[src/rtl/core/srm_pkg.sv]
// Shared types and constants for the sensor running average monitor.
// Sizing of the sensor table and sample window, status codes and the window RAM request.
// No dependencies.
`timescale 1ns / 1ps

package srm_pkg;

    localparam int MAX_SENSORS = 16;
    localparam int AVG_LEN     = 8;

    localparam int IDX_W     = (MAX_SENSORS > 1) ? $clog2(MAX_SENSORS) : 1;
    localparam int SLOT_W    = $clog2(AVG_LEN);
    localparam int FILL_W    = $clog2(AVG_LEN + 1);
    localparam int CNT_W     = $clog2(MAX_SENSORS + 1);
    localparam int SUM_W     = 16 + $clog2(AVG_LEN) + 1;
    localparam int WIN_DEPTH = MAX_SENSORS * AVG_LEN;
    localparam int WIN_AW    = $clog2(WIN_DEPTH);

    localparam int CFG_IDX_W = 2;
    localparam logic [CFG_IDX_W-1:0] CFG_MAX_TEMP = 2'd0;
    localparam logic [CFG_IDX_W-1:0] CFG_MIN_TEMP = 2'd1;

    localparam logic KIND_REGISTER = 1'b0;
    localparam logic KIND_READING  = 1'b1;

    localparam logic signed [15:0] MAX_TEMP_RESET = 16'sd6400;
    localparam logic signed [15:0] MIN_TEMP_RESET = 16'sd3840;

    typedef enum logic [1:0] {
        STATUS_READING    = 2'd0,
        STATUS_UNKNOWN    = 2'd1,
        STATUS_REGISTERED = 2'd2,
        STATUS_FULL       = 2'd3
    } status_t;

    typedef struct packed {
        logic               rd_en;
        logic               wr_en;
        logic [WIN_AW-1:0]  addr;
        logic signed [15:0] wdata;
    } win_req_t;

endpackage

[src/rtl/core/srm_window_ram.sv]
// Sample window memory: one ring of readings per sensor entry.
// Single port, read-before-write, registered read data. Uses srm_pkg.
`timescale 1ns / 1ps

module srm_window_ram (
    input  logic                aclk,
    input  srm_pkg::win_req_t   req,
    output logic signed [15:0]  rd_data
);

    logic signed [15:0] mem [srm_pkg::WIN_DEPTH];
    logic signed [15:0] rd_data_reg;

    always_ff @(posedge aclk) begin
        if (req.rd_en) begin
            rd_data_reg <= mem[req.addr];
        end
        if (req.wr_en) begin
            mem[req.addr] <= req.wdata;
        end
    end

    assign rd_data = rd_data_reg;

endmodule

[src/rtl/core/sensor_running_average_monitor_core.sv]
// Top level of the sensor running average monitor: sensor table, window sums, thresholds.
// Depends on srm_pkg and srm_window_ram.
`timescale 1ns / 1ps

// Usage
//   Input channel (s_*): one transaction per item. kind 0 registers the sensor key in
//   room_id, kind 1 delivers a reading (value, timestamp) for that sensor.
//   Result channel (m_*): exactly one transaction per input item, in input order, giving
//   status, room, windowed average with its valid flag, the two threshold flags, the
//   timestamp of the reading and the number of registered sensors.
//   Configuration: cfg_wr_en with cfg_index 0 writes max_temp, 1 writes min_temp; other
//   indexes are ignored. Write only while no transaction is in flight.
// Timing
//   Results pass the input register, table lookup with window RAM read, and sum
//   update and compare into the result register. Throughput is one transaction per
//   cycle unless m_ready stalls the pipeline; the single-port window RAM is read and
//   written once per reading, and the running sum is updated incrementally.
// Reset
//   aresetn (synchronous) empties the pipeline and the sensor table and restores the
//   thresholds. No clearing pass is needed; the block is ready in the first cycle after.
// Back-pressure
//   While m_valid is high and m_ready low the whole pipeline holds and s_ready drops.

module sensor_running_average_monitor_core (
    input  logic                                aclk,
    input  logic                                aresetn,

    input  logic                                cfg_wr_en,
    input  logic [srm_pkg::CFG_IDX_W-1:0]       cfg_index,
    input  logic [15:0]                         cfg_wdata,

    input  logic                                s_valid,
    output logic                                s_ready,
    input  logic                                s_kind,
    input  logic [15:0]                         s_sensor_key,
    input  logic [15:0]                         s_room_id,
    input  logic signed [15:0]                  s_value,
    input  logic [31:0]                         s_timestamp,

    output logic                                m_valid,
    input  logic                                m_ready,
    output logic [1:0]                          m_status,
    output logic [15:0]                         m_room,
    output logic signed [15:0]                  m_average,
    output logic                                m_average_valid,
    output logic                                m_too_hot,
    output logic                                m_too_cold,
    output logic [31:0]                         m_last_update,
    output logic [4:0]                          m_sensor_count
);

    localparam int N = srm_pkg::MAX_SENSORS;
    localparam logic signed [srm_pkg::SUM_W-1:0] AVG_DIV = srm_pkg::SUM_W'(srm_pkg::AVG_LEN);

    typedef struct packed {
        srm_pkg::status_t           status;
        logic [srm_pkg::IDX_W-1:0]  idx;
        logic [15:0]                room;
        logic                       old_valid;
        logic                       full;
        logic signed [15:0]         value;
        logic [31:0]                ts;
        logic [srm_pkg::CNT_W-1:0]  count;
    } s2_t;

    logic                               advance;

    logic signed [15:0]                 max_temp_reg;
    logic signed [15:0]                 min_temp_reg;

    logic                               s1_valid_reg;
    logic                               s1_kind_reg;
    logic [15:0]                        s1_id_reg;
    logic [15:0]                        s1_room_reg;
    logic signed [15:0]                 s1_value_reg;
    logic [31:0]                        s1_ts_reg;

    logic [N-1:0]                       entry_used_reg;
    logic [15:0]                        entry_id_reg   [N];
    logic [15:0]                        entry_room_reg [N];
    logic [srm_pkg::SLOT_W-1:0]         slot_reg       [N];
    logic [srm_pkg::FILL_W-1:0]         fill_reg       [N];
    logic signed [srm_pkg::SUM_W-1:0]   sum_reg        [N];
    logic [srm_pkg::CNT_W-1:0]          used_count_reg;
    logic [srm_pkg::CNT_W-1:0]          used_count_next;

    logic                               hit;
    logic [srm_pkg::IDX_W-1:0]          hit_idx;
    logic                               free;
    logic [srm_pkg::IDX_W-1:0]          free_idx;
    logic [srm_pkg::IDX_W-1:0]          tgt_idx;
    logic                               do_register;
    logic                               do_reading;
    logic [srm_pkg::SLOT_W-1:0]         slot_cur;
    logic [srm_pkg::FILL_W-1:0]         fill_cur;
    logic [srm_pkg::SLOT_W-1:0]         slot_next;
    logic [srm_pkg::FILL_W-1:0]         fill_next;
    s2_t                                s2_next;

    srm_pkg::win_req_t                  win_req;
    logic signed [15:0]                 win_rd_data;

    logic                               s2_valid_reg;
    s2_t                                s2_reg;

    logic signed [srm_pkg::SUM_W-1:0]   sum_cur;
    logic signed [srm_pkg::SUM_W-1:0]   old_ext;
    logic signed [srm_pkg::SUM_W-1:0]   sum_new;
    logic signed [srm_pkg::SUM_W-1:0]   avg_wide;
    logic signed [15:0]                 avg;
    logic                               s2_reading;

    logic                               m_valid_reg;
    logic [1:0]                         m_status_reg;
    logic [15:0]                        m_room_reg;
    logic signed [15:0]                 m_average_reg;
    logic                               m_average_valid_reg;
    logic                               m_too_hot_reg;
    logic                               m_too_cold_reg;
    logic [31:0]                        m_last_update_reg;
    logic [4:0]                         m_sensor_count_reg;

    assign advance = !m_valid_reg || m_ready;
    assign s_ready = advance;

    // configuration
    always_ff @(posedge aclk) begin
        if (!aresetn) begin
            max_temp_reg <= srm_pkg::MAX_TEMP_RESET;
            min_temp_reg <= srm_pkg::MIN_TEMP_RESET;
        end else if (cfg_wr_en) begin
            case (cfg_index)
                srm_pkg::CFG_MAX_TEMP: max_temp_reg <= cfg_wdata;
                srm_pkg::CFG_MIN_TEMP: min_temp_reg <= cfg_wdata;
                default: ;
            endcase
        end
    end

    // input register
    always_ff @(posedge aclk) begin
        if (!aresetn) begin
            s1_valid_reg <= 1'b0;
        end else if (advance) begin
            s1_valid_reg <= s_valid;
        end
    end

    always_ff @(posedge aclk) begin
        if (advance) begin
            s1_kind_reg  <= s_kind;
            s1_id_reg    <= s_sensor_key;
            s1_room_reg  <= s_room_id;
            s1_value_reg <= s_value;
            s1_ts_reg    <= s_timestamp;
        end
    end

    // lookup: lowest matching entry, lowest free entry
    always_comb begin
        hit      = 1'b0;
        hit_idx  = '0;
        free     = 1'b0;
        free_idx = '0;
        for (int i = N - 1; i >= 0; i--) begin
            if (entry_used_reg[i] && (entry_id_reg[i] == s1_id_reg)) begin
                hit     = 1'b1;
                hit_idx = srm_pkg::IDX_W'(i);
            end
            if (!entry_used_reg[i]) begin
                free     = 1'b1;
                free_idx = srm_pkg::IDX_W'(i);
            end
        end
    end

    always_comb begin
        slot_cur        = slot_reg[hit_idx];
        fill_cur        = fill_reg[hit_idx];
        slot_next       = (slot_cur == srm_pkg::SLOT_W'(srm_pkg::AVG_LEN - 1)) ?
                          '0 : slot_cur + 1'b1;
        fill_next       = (fill_cur == srm_pkg::FILL_W'(srm_pkg::AVG_LEN)) ?
                          fill_cur : fill_cur + 1'b1;
        tgt_idx         = hit ? hit_idx : free_idx;
        do_register     = s1_valid_reg && (s1_kind_reg == srm_pkg::KIND_REGISTER) &&
                          (hit || free);
        do_reading      = s1_valid_reg && (s1_kind_reg == srm_pkg::KIND_READING) && hit;
        used_count_next = used_count_reg;
        if (do_register && !hit) begin
            used_count_next = used_count_reg + 1'b1;
        end

        s2_next           = '0;
        s2_next.idx       = hit_idx;
        s2_next.value     = s1_value_reg;
        s2_next.ts        = s1_ts_reg;
        s2_next.count     = used_count_next;
        s2_next.old_valid = (fill_cur == srm_pkg::FILL_W'(srm_pkg::AVG_LEN));
        s2_next.full      = (fill_next == srm_pkg::FILL_W'(srm_pkg::AVG_LEN));
        if (s1_kind_reg == srm_pkg::KIND_REGISTER) begin
            if (hit || free) begin
                s2_next.status = srm_pkg::STATUS_REGISTERED;
                s2_next.room   = s1_room_reg;
            end else begin
                s2_next.status = srm_pkg::STATUS_FULL;
            end
        end else if (hit) begin
            s2_next.status = srm_pkg::STATUS_READING;
            s2_next.room   = entry_room_reg[hit_idx];
        end else begin
            s2_next.status = srm_pkg::STATUS_UNKNOWN;
        end

        win_req.rd_en = advance;
        win_req.wr_en = advance && do_reading;
        win_req.addr  = srm_pkg::WIN_AW'(hit_idx) * srm_pkg::WIN_AW'(srm_pkg::AVG_LEN) +
                        srm_pkg::WIN_AW'(slot_cur);
        win_req.wdata = s1_value_reg;
    end

    srm_window_ram u_window_ram (
        .aclk    (aclk),
        .req     (win_req),
        .rd_data (win_rd_data)
    );

    // sensor table
    always_ff @(posedge aclk) begin
        if (!aresetn) begin
            entry_used_reg <= '0;
            used_count_reg <= '0;
        end else if (advance) begin
            used_count_reg <= used_count_next;
            if (do_register) begin
                entry_used_reg[tgt_idx] <= 1'b1;
            end
        end
    end

    always_ff @(posedge aclk) begin
        if (advance) begin
            if (s2_valid_reg && s2_reading &&
                    !(do_register && (tgt_idx == s2_reg.idx))) begin
                sum_reg[s2_reg.idx] <= sum_new;
            end
            if (do_register) begin
                entry_id_reg[tgt_idx]   <= s1_id_reg;
                entry_room_reg[tgt_idx] <= s1_room_reg;
                slot_reg[tgt_idx]       <= '0;
                fill_reg[tgt_idx]       <= '0;
                sum_reg[tgt_idx]        <= '0;
            end
            if (do_reading) begin
                slot_reg[hit_idx] <= slot_next;
                fill_reg[hit_idx] <= fill_next;
            end
        end
    end

    // second stage
    always_ff @(posedge aclk) begin
        if (!aresetn) begin
            s2_valid_reg <= 1'b0;
        end else if (advance) begin
            s2_valid_reg <= s1_valid_reg;
        end
    end

    always_ff @(posedge aclk) begin
        if (advance) begin
            s2_reg <= s2_next;
        end
    end

    always_comb begin
        s2_reading = (s2_reg.status == srm_pkg::STATUS_READING);
        sum_cur    = sum_reg[s2_reg.idx];
        old_ext    = s2_reg.old_valid ?
                     {{(srm_pkg::SUM_W-16){win_rd_data[15]}}, win_rd_data} : '0;
        sum_new    = sum_cur - old_ext +
                     {{(srm_pkg::SUM_W-16){s2_reg.value[15]}}, s2_reg.value};
        avg_wide   = sum_new / AVG_DIV;
        avg        = avg_wide[15:0];
    end

    // result register
    always_ff @(posedge aclk) begin
        if (!aresetn) begin
            m_valid_reg <= 1'b0;
        end else if (advance) begin
            m_valid_reg <= s2_valid_reg;
        end
    end

    always_ff @(posedge aclk) begin
        if (advance) begin
            m_status_reg       <= s2_reg.status;
            m_room_reg         <= s2_reg.room;
            m_sensor_count_reg <= 5'(s2_reg.count);
            if (s2_reading) begin
                m_last_update_reg <= s2_reg.ts;
            end else begin
                m_last_update_reg <= '0;
            end
            if (s2_reading && s2_reg.full) begin
                m_average_reg       <= avg;
                m_average_valid_reg <= 1'b1;
                m_too_hot_reg       <= (avg > max_temp_reg);
                m_too_cold_reg      <= (avg < min_temp_reg);
            end else begin
                m_average_reg       <= '0;
                m_average_valid_reg <= 1'b0;
                m_too_hot_reg       <= 1'b0;
                m_too_cold_reg      <= 1'b0;
            end
        end
    end

    assign m_valid         = m_valid_reg;
    assign m_status        = m_status_reg;
    assign m_room          = m_room_reg;
    assign m_average       = m_average_reg;
    assign m_average_valid = m_average_valid_reg;
    assign m_too_hot       = m_too_hot_reg;
    assign m_too_cold      = m_too_cold_reg;
    assign m_last_update   = m_last_update_reg;
    assign m_sensor_count  = m_sensor_count_reg;

`ifndef SYNTH
    a_count_matches_table: assert property (@(posedge aclk) disable iff (!aresetn)
        $countones(entry_used_reg) == 32'(used_count_reg))
        else $error("sensor count disagrees with table occupancy");

    a_count_bounded: assert property (@(posedge aclk) disable iff (!aresetn)
        32'(used_count_reg) <= N)
        else $error("sensor count exceeds table size");

    a_partial_window_quiet: assert property (@(posedge aclk) disable iff (!aresetn)
        m_valid_reg && !m_average_valid_reg |->
            m_average_reg == 16'sd0 && !m_too_hot_reg && !m_too_cold_reg)
        else $error("average or flags set without a full window");

    a_non_reading_no_time: assert property (@(posedge aclk) disable iff (!aresetn)
        m_valid_reg && (m_status_reg != srm_pkg::STATUS_READING) |->
            m_last_update_reg == 32'd0 && !m_average_valid_reg)
        else $error("timestamp or average reported for a non-reading transaction");
`endif

endmodule

[config.mk]
export PLATFORM = sky130hd
export DESIGN_NAME = sensor_running_average_monitor_core
export DESIGN_NICKNAME = d
export VERILOG_FILES = /design/src/rtl/core/srm_pkg.sv /design/src/rtl/core/srm_window_ram.sv /design/src/rtl/core/sensor_running_average_monitor_core.sv
export SDC_FILE = /design/constraint.sdc
export NUM_CORES = 2
export LEC_CHECK = 0
export BUFFER_PORTS_ARGS = -buffer_cell sky130_fd_sc_hd__buf_2
export CAP_MARGIN = 5
export CORE_MARGIN = 10
export CORE_UTILIZATION = 35
export CTS_BUF_LIST = sky130_fd_sc_hd__clkbuf_2 sky130_fd_sc_hd__clkbuf_4 sky130_fd_sc_hd__clkbuf_8
export DETAILED_ROUTE_END_ITERATION = 10
export PLACE_DENSITY = 0.6
export RECOVER_POWER = 50
export SYNTH_ARGS = -nofsm -noshare
export SYNTH_HDL_FRONTEND = slang
export SYNTH_SLANG_ARGS = --single-unit
[constraint.sdc]
create_clock -name aclk -period 19.15 [get_ports aclk]
set_input_delay 1.915 -clock aclk [delete_from_list [all_inputs] [get_ports aclk]]
set_output_delay 1.915 -clock aclk [all_outputs]
set_load 0.01 [all_outputs]
Word level (Yosys, flattened, before mapping)
Memory sizes are Yosys's and may differ from the RTL's. A register that Yosys moved wholly into a read port is not among the register bits.
Index checks and enable logic that the tools add are counted.
- logic and storage cells: 205
- memories: 6
- flip-flop bits (word level): 288
- output and inout port bits: 76
- input bits: 104
- memory bits (writable): 2992
- memory list (memory ; depth ; bits a word ; rd ports ; clocked after memory_dff ; write ports ; line ; source):
    u_window_ram.mem ; 128 ; 16 ; 1 ; 1 ; 1 ; srm_window_ram.sv:11 ; logic signed [15:0] mem [srm_pkg::WIN_DEPTH];
    sum_reg ; 16 ; 20 ; 1 ; 1 ; 2 ; sensor_running_average_monitor_core.sv:83 ; logic signed [srm_pkg::SUM_W-1:0] sum_reg [N];
    entry_id_reg ; 16 ; 16 ; 16 ; 0 ; 1 ; sensor_running_average_monitor_core.sv:79 ; logic [15:0] entry_id_reg [N];
    entry_room_reg ; 16 ; 16 ; 1 ; 0 ; 1 ; sensor_running_average_monitor_core.sv:80 ; logic [15:0] entry_room_reg [N];
    fill_reg ; 16 ; 4 ; 1 ; 0 ; 1 ; sensor_running_average_monitor_core.sv:82 ; logic [srm_pkg::FILL_W-1:0] fill_reg [N];
    slot_reg ; 16 ; 3 ; 1 ; 0 ; 1 ; sensor_running_average_monitor_core.sv:81 ; logic [srm_pkg::SLOT_W-1:0] slot_reg [N];
- equal/unequal tests: 21
- bitwise logic cells: 3
- $add $sub $neg: 7
- reductions and logical operators: 40
- magnitude comparators: 4
- muxes and demuxes: 96
- operators with widths (cell ; count):
    $eq 16x16->1 ; 16
    $mux 4 ; 38
    $mux 1 ; 49
    $mux 16 ; 3
    $logic_and 1x1->1 ; 27
    $add 20x20->20 ; 1
    $mux 20 ; 1
    $sub 20x20->20 ; 1
    $add 16x1->16 ; 1
    $gt 16x16->1 ; 1
    $lt 16x16->1 ; 1
    $or 16x16->16 ; 1
    $eq 4x4->1 const B ; 2
    $add 7x3->7 ; 1
    $mux 3 ; 2
    $reduce_and 2->1 ; 3
    $reduce_or 3->1 ; 2
    $add 5x1->5 const B ; 1
    $lt 4x5->1 const B ; 1
    $mux 5 ; 1
    $add 4x1->4 const B ; 1
    $demux 1 s4 ; 1
    $eq 4x4->1 ; 1
    $ge 4x1->1 const B ; 1
    other kinds (10) ; 14

Depth between registers and ports, before layout
An unclocked memory read counts as a cell.
- word-level depth: 27
- depth in mapped cells: 43
- gate-level depth less buffers: 39

Cells and area by module
A second synthesis with hierarchy kept.
- cell total of the unflattened synthesis: 8570
- area total of the unflattened synthesis: 132483.3 um^2
- by module, submodules not included (module ; instances ; cells each ; area each (um^2) ; sequential area each (um^2)):
    srm_window_ram ; 1 ; 4623 ; 79022.0 ; 61979.4
    sensor_running_average_monitor_core ; 1 ; 3947 ; 53461.3 ; 33311.9

Least setup slack after synthesis
No wires, ideal clock.
- path type: input-to-reg
- start point: input port m_ready
- end point: memory entry_id_reg[7][0] (enable)
- data arrival time: 9981 ps
- library setup time: 474 ps
- stages on the path: 8
- path slack: 8694 ps
- data required time: 18676 ps
- path through: nor2b_1 > clkbuf_1 > clkinv_1 > and3_1 > nand2b_1 > nand2b_1 > nor2_1 > clkbuf_1
- word-level cells in the longest chain between the ends: 3
- RTL lines (element ; line ; source):
    start, declared ; sensor_running_average_monitor_core.sv:41 ; input logic m_ready,
    $logic_or 1x1->1 ; sensor_running_average_monitor_core.sv:123 ; assign advance = !m_valid_reg || m_ready;
    named net s_ready ; sensor_running_average_monitor_core.sv:33 ; output logic s_ready,
    $mux 1 ; sensor_running_average_monitor_core.sv:241 ; if (advance) begin
    $mux 1 (not written as such) ; sensor_running_average_monitor_core.sv:247 ; entry_id_reg[tgt_idx] <= s1_id_reg;
    end, declared ; sensor_running_average_monitor_core.sv:79 ;
The timed path passes the listed nets, and every way through them passes these cells.

Worst setup path after layout
- start point: register s1_id_reg[12]
- end point: register u_window_ram.rd_data_reg[6] (netlist: u_window_ram.rd_data[6]), read port of u_window_ram.mem (data pin)
- word-level cells in the longest chain between the ends: 20
- RTL lines (element ; line ; source):
    start, declared ; sensor_running_average_monitor_core.sv:73 ; logic [15:0] s1_id_reg;
    start signal, assigned ; sensor_running_average_monitor_core.sv:152 ; s1_id_reg <= s_sensor_key;
    $eq 16x16->1 ; sensor_running_average_monitor_core.sv:166 ; if (entry_used_reg[i] && (entry_id_reg[i] == s1_id_reg)) begin
    $logic_and 1x1->1 ; sensor_running_average_monitor_core.sv:166 ;
    $mux 4 (15 in a row) ; sensor_running_average_monitor_core.sv:166 ;
    $mux 4 (*) ; sensor_running_average_monitor_core.sv:166 ;
    $mem_v2 16x3 ; -- ;
    $add 7x3->7 (*) ; sensor_running_average_monitor_core.sv:216 ; win_req.addr = srm_pkg::WIN_AW'(hit_idx) * srm_pkg::WIN_AW'(srm_pkg::AVG_LEN) +
    end, declared ; srm_window_ram.sv:12 ; logic signed [15:0] rd_data_reg;
Every way passes the cells marked *; elsewhere a longest branch is shown, timed or not.
A chain may end at the register's enable or synchronous reset.

==> results.py <==
metrics = {
    "global_routing": {
        "grt_pass1_wl_mm": 575,
        "overflow": 0,
        "grt_pass1_vias": 85100,
        "antenna_found_initial": 24,
        "grt_usage": 0.185,
        "grt_max_degree": 176,
    },
    "yosys": {
        "netlist_instances": 10100,
        "synth-seq-cells": 3300,
        "synth_top_family_by_area": "simple AND/OR/NAND/NOR gates",
        "synthSimpleGateAreaFrac": 0.124,
        "yosys-top-cells-area": "edfxtp_1, nand2_1, dfxtp_1",
        "seq_area_frac_synth": 0.710,
        "synthTopCellsByCount": "edfxtp_1, nand2_1, a21oi_1",
        "dominantRegCellSynth": "edfxtp_1",
        "synthesis.area_sq_um": 134000,
        "synth_compound_area_frac": 0.0619,
        "post-synth-top-count-cell": "edfxtp_1",
        "yosysTopAreaCell": "edfxtp_1",
        "synth_cell_types": 115,
        "synth_warnings": 0,
        "async_reset_ff_frac": 0,
        "synth_top_area_share": 0.653,
        "synthMuxAreaShare": 0.0520,
        "synthXorXnorAreaFrac": 0.0195,
        "synthAdderAreaFrac": 0.00824,
        "synth_edf_count": 2920,
        "syn_avg_cell_area_sq_um": 13.3,
        "synth.net_count": 10300,
    },
    "floorplanning": {
        "chipWidth_um": 639,
        "core_sq_um": 382000,
        "initial_utilization": 0.351,
        "std_cell_rows": 227,
        "dieArea_sq_um": 409000,
        "ioPinCount": 180,
        "die_y_um": 639,
    },
    "finish": {
        "drive_above_1_share": 0.129,
        "largest_reg_flops": 2048,
        "fill_cells": 35400,
        "areaGrowthSynthToFinish_pct": 12.9,
        "final_nets": 10700,
    },
    "pwr": {
        "irDropWorstVdd_mv": 0.0776,
        "p_per_area_nw_per_um2": 99.6,
        "power_leakage_uw": 0.0518,
    },
    "clocking": {
        "cts_made_buffers": 535,
        "cts_resized": 0,
        "postCtsSetupRepairBufs": 0,
        "cts.path.max_buffers": 4,
        "clk_transition_reported_paths_ns": 0.06,
        "clkSinkCount": 3300,
        "cts_root_buffer": "clkbuf_8",
        "worstSkewPairLatency_ns": 1.21,
        "cts_hold_repair.buffers": 0,
        "htreeDepth": 6,
        "tritoncts": "built",
    },
    "critical_path": {
        "critPathArrivalTime_ns": 15.16,
        "timing.rr.end": "u_window_ram.rd_data[6]",
        "required_ns": 19.95,
        "cp_max_fo": 89,
        "rr_startpoint": "s1_id_reg[12]",
        "r2r_slack_ns": 4.78,
        "critPathKind": "flop to flop",
        "cp-end-kind": "flop",
        "crit_path_start_kind": "flop",
        "crit_path_start": "s1_id_reg[12]",
        "r2r_cells": 21,
    },
    "placement": {
        "io_buffers": 179,
        "gp_congestion": 0.867,
        "hpwl_mm": 230,
    },
    "worst_hold_path": {
        "hold_start": "s1_ts_reg[19]",
        "hold_depth": 0,
        "hp-class": "flop to flop",
        "hold_end": "s2_reg[24]",
    },
    "routing": {
        "via_count": 86600,
        "routed_wl_mm": 398,
        "via_per_inst": 5.43,
        "ant_nets": 0,
        "drc": 0,
        "drtIter0Drc": 10300,
        "wl_per_cell_um": 24.9,
        "dr.pass1.iters": 6,
    },
    "sta": {
        "finalCritPeriodShare": 0.750,
        "slew_violations": 3105,
        "report.final.setup_viol": 0,
        "hold_slack_ns": 0.400,
        "finalHoldViolCount": 0,
        "fin_crit_ns": 14.37,
        "skew_ns": 0.0710,
        "rsz0062_at_grt": "false",
        "tightestPinTransition_ns": 7.27,
        "fmax_mhz": 69.6,
        "fin_tns_setup_ns": 0,
        "maxSlewHeadroom": -3.85,
    },
    "outcome": {
        "failed_checks": "capacitance limit, slew limit",
        "status": "finished, violations left",
    },
    "job": {
        "drv_cap": 56,
    },
}
## layout by cell type, fill, tap and decap left out, types with 26 or more instances in the layout
| master | count |
|---|---|
| edfxtp_1 | 2920 |
| nor2_1 | 401 |
| a21boi_0 | 37 |
| and2_0 | 27 |
| nand4_1 | 158 |
| clkbuf_4 | 183 |
| mux4_2 | 100 |
| and3_1 | 55 |
| and2_1 | 51 |
| a221oi_1 | 103 |
| a221o_1 | 29 |
| clkbuf_1 | 152 |
| clkbuf_8 | 551 |
| clkinv_1 | 93 |
| clkinv_2 | 41 |
| or4_1 | 30 |
| ha_1 | 58 |
| inv_1 | 137 |
| buf_4 | 238 |
| xor2_1 | 107 |
| o22ai_1 | 97 |
| nand3_1 | 386 |
| a21oi_1 | 669 |
| buf_2 | 85 |
| xnor2_1 | 188 |
| a211oi_1 | 57 |
| nor3_1 | 47 |
| nor4_1 | 91 |
| o21ai_0 | 93 |
| nand2_1 | 2356 |
| dfxtp_1 | 377 |
| nand2b_1 | 26 |
| mux2i_1 | 459 |
## worst max-delay path, stage by stage, from the launching register on
cell	delay, ns
edfxtp_1	0.32
clkbuf_1	1.68
xor2_1	0.28
nand2b_1	0.26
nor4bb_1	0.42
a211oi_1	0.20
o311ai_0	0.91
a221oi_1	0.42
o21ai_4	0.56
clkbuf_1	3.31
mux2i_1	0.46
o21ba_4	0.31
nand2_8	0.49
buf_4	0.71
buf_4	0.78
buf_12	0.48
mux2i_1	0.26
a32oi_1	0.18
nand4_1	0.41
nand4_1	0.25
nor3_1	0.67
nand3_1	0.43
## cell type report
class,count,area (sq um),area share
clock inverters,194,1410,0.00932
multi-input cells,6066,36000,0.238
diodes,9,22.5,0.000149
clock buffers,734,8960,0.0591
well taps,5038,6300,0.0416
inverters,141,558,0.00368
repair buffers,484,2950,0.0195
flip-flops and latches,3300,95300,0.629
## report_power, final
part / total, uW / internal, uW / switching (uW)
combinational: 1090 / 336 / 750
sequential: 7960 / 7920 / 36.7
clock: 6050 / 3190 / 2860
total: 15100 / 11400 / 3650
## how the worst max path moves through the flow
stage | end | depth (start not counted)
5_1_grt | u_window_ram.rd_data[10] | 21
3_5_place_dp | m_too_hot | 37
2_1_floorplan | entry_id_reg[7][0] | 8
6_report | u_window_ram.rd_data[6] | 21
4_1_cts | m_too_hot | 37
3_3_place_gp | m_too_hot | 37
## per-stage QoR
| step | cells | instance area [sq um] | total power, uW | setup WS, ns | utilization |
|---|---|---|---|---|---|
| finish | 16000 | 152000 | 15100 | 4.78 | 0.397 |
| global route | 16000 | 152000 | 15600 | 4.34 | 0.397 |
| CTS | 16000 | 152000 | 15200 | 8.48 | 0.398 |
| detailed placement | 15000 | 142000 | 9170 | 8.52 | 0.370 |
| floorplan | 10100 | 134000 | 8780 | 8.69 | - |
| global placement | 15000 | 141000 | 9160 | 8.36 | 0.370 |
## cell families after synthesis
logic type / Yosys count
xor+xnor: 299
mux: 571
simple gates: 3810
flops: 3300
compound gates: 1309
fa+ha+maj: 77
buf+inv: 729
## layer usage
layer	part of all wire	track usage	vias up	wire (um)
met1	0.40	0.246	43400	159000
met4	0.043	0.0735	4	17100
met2	0.47	0.302	4259	186000
li1	-	-	38000	-
met3	0.088	0.0328	907	35000
met5	0.000086	0	-	34
No activity file was read; power rests on OpenSTA's default activity.
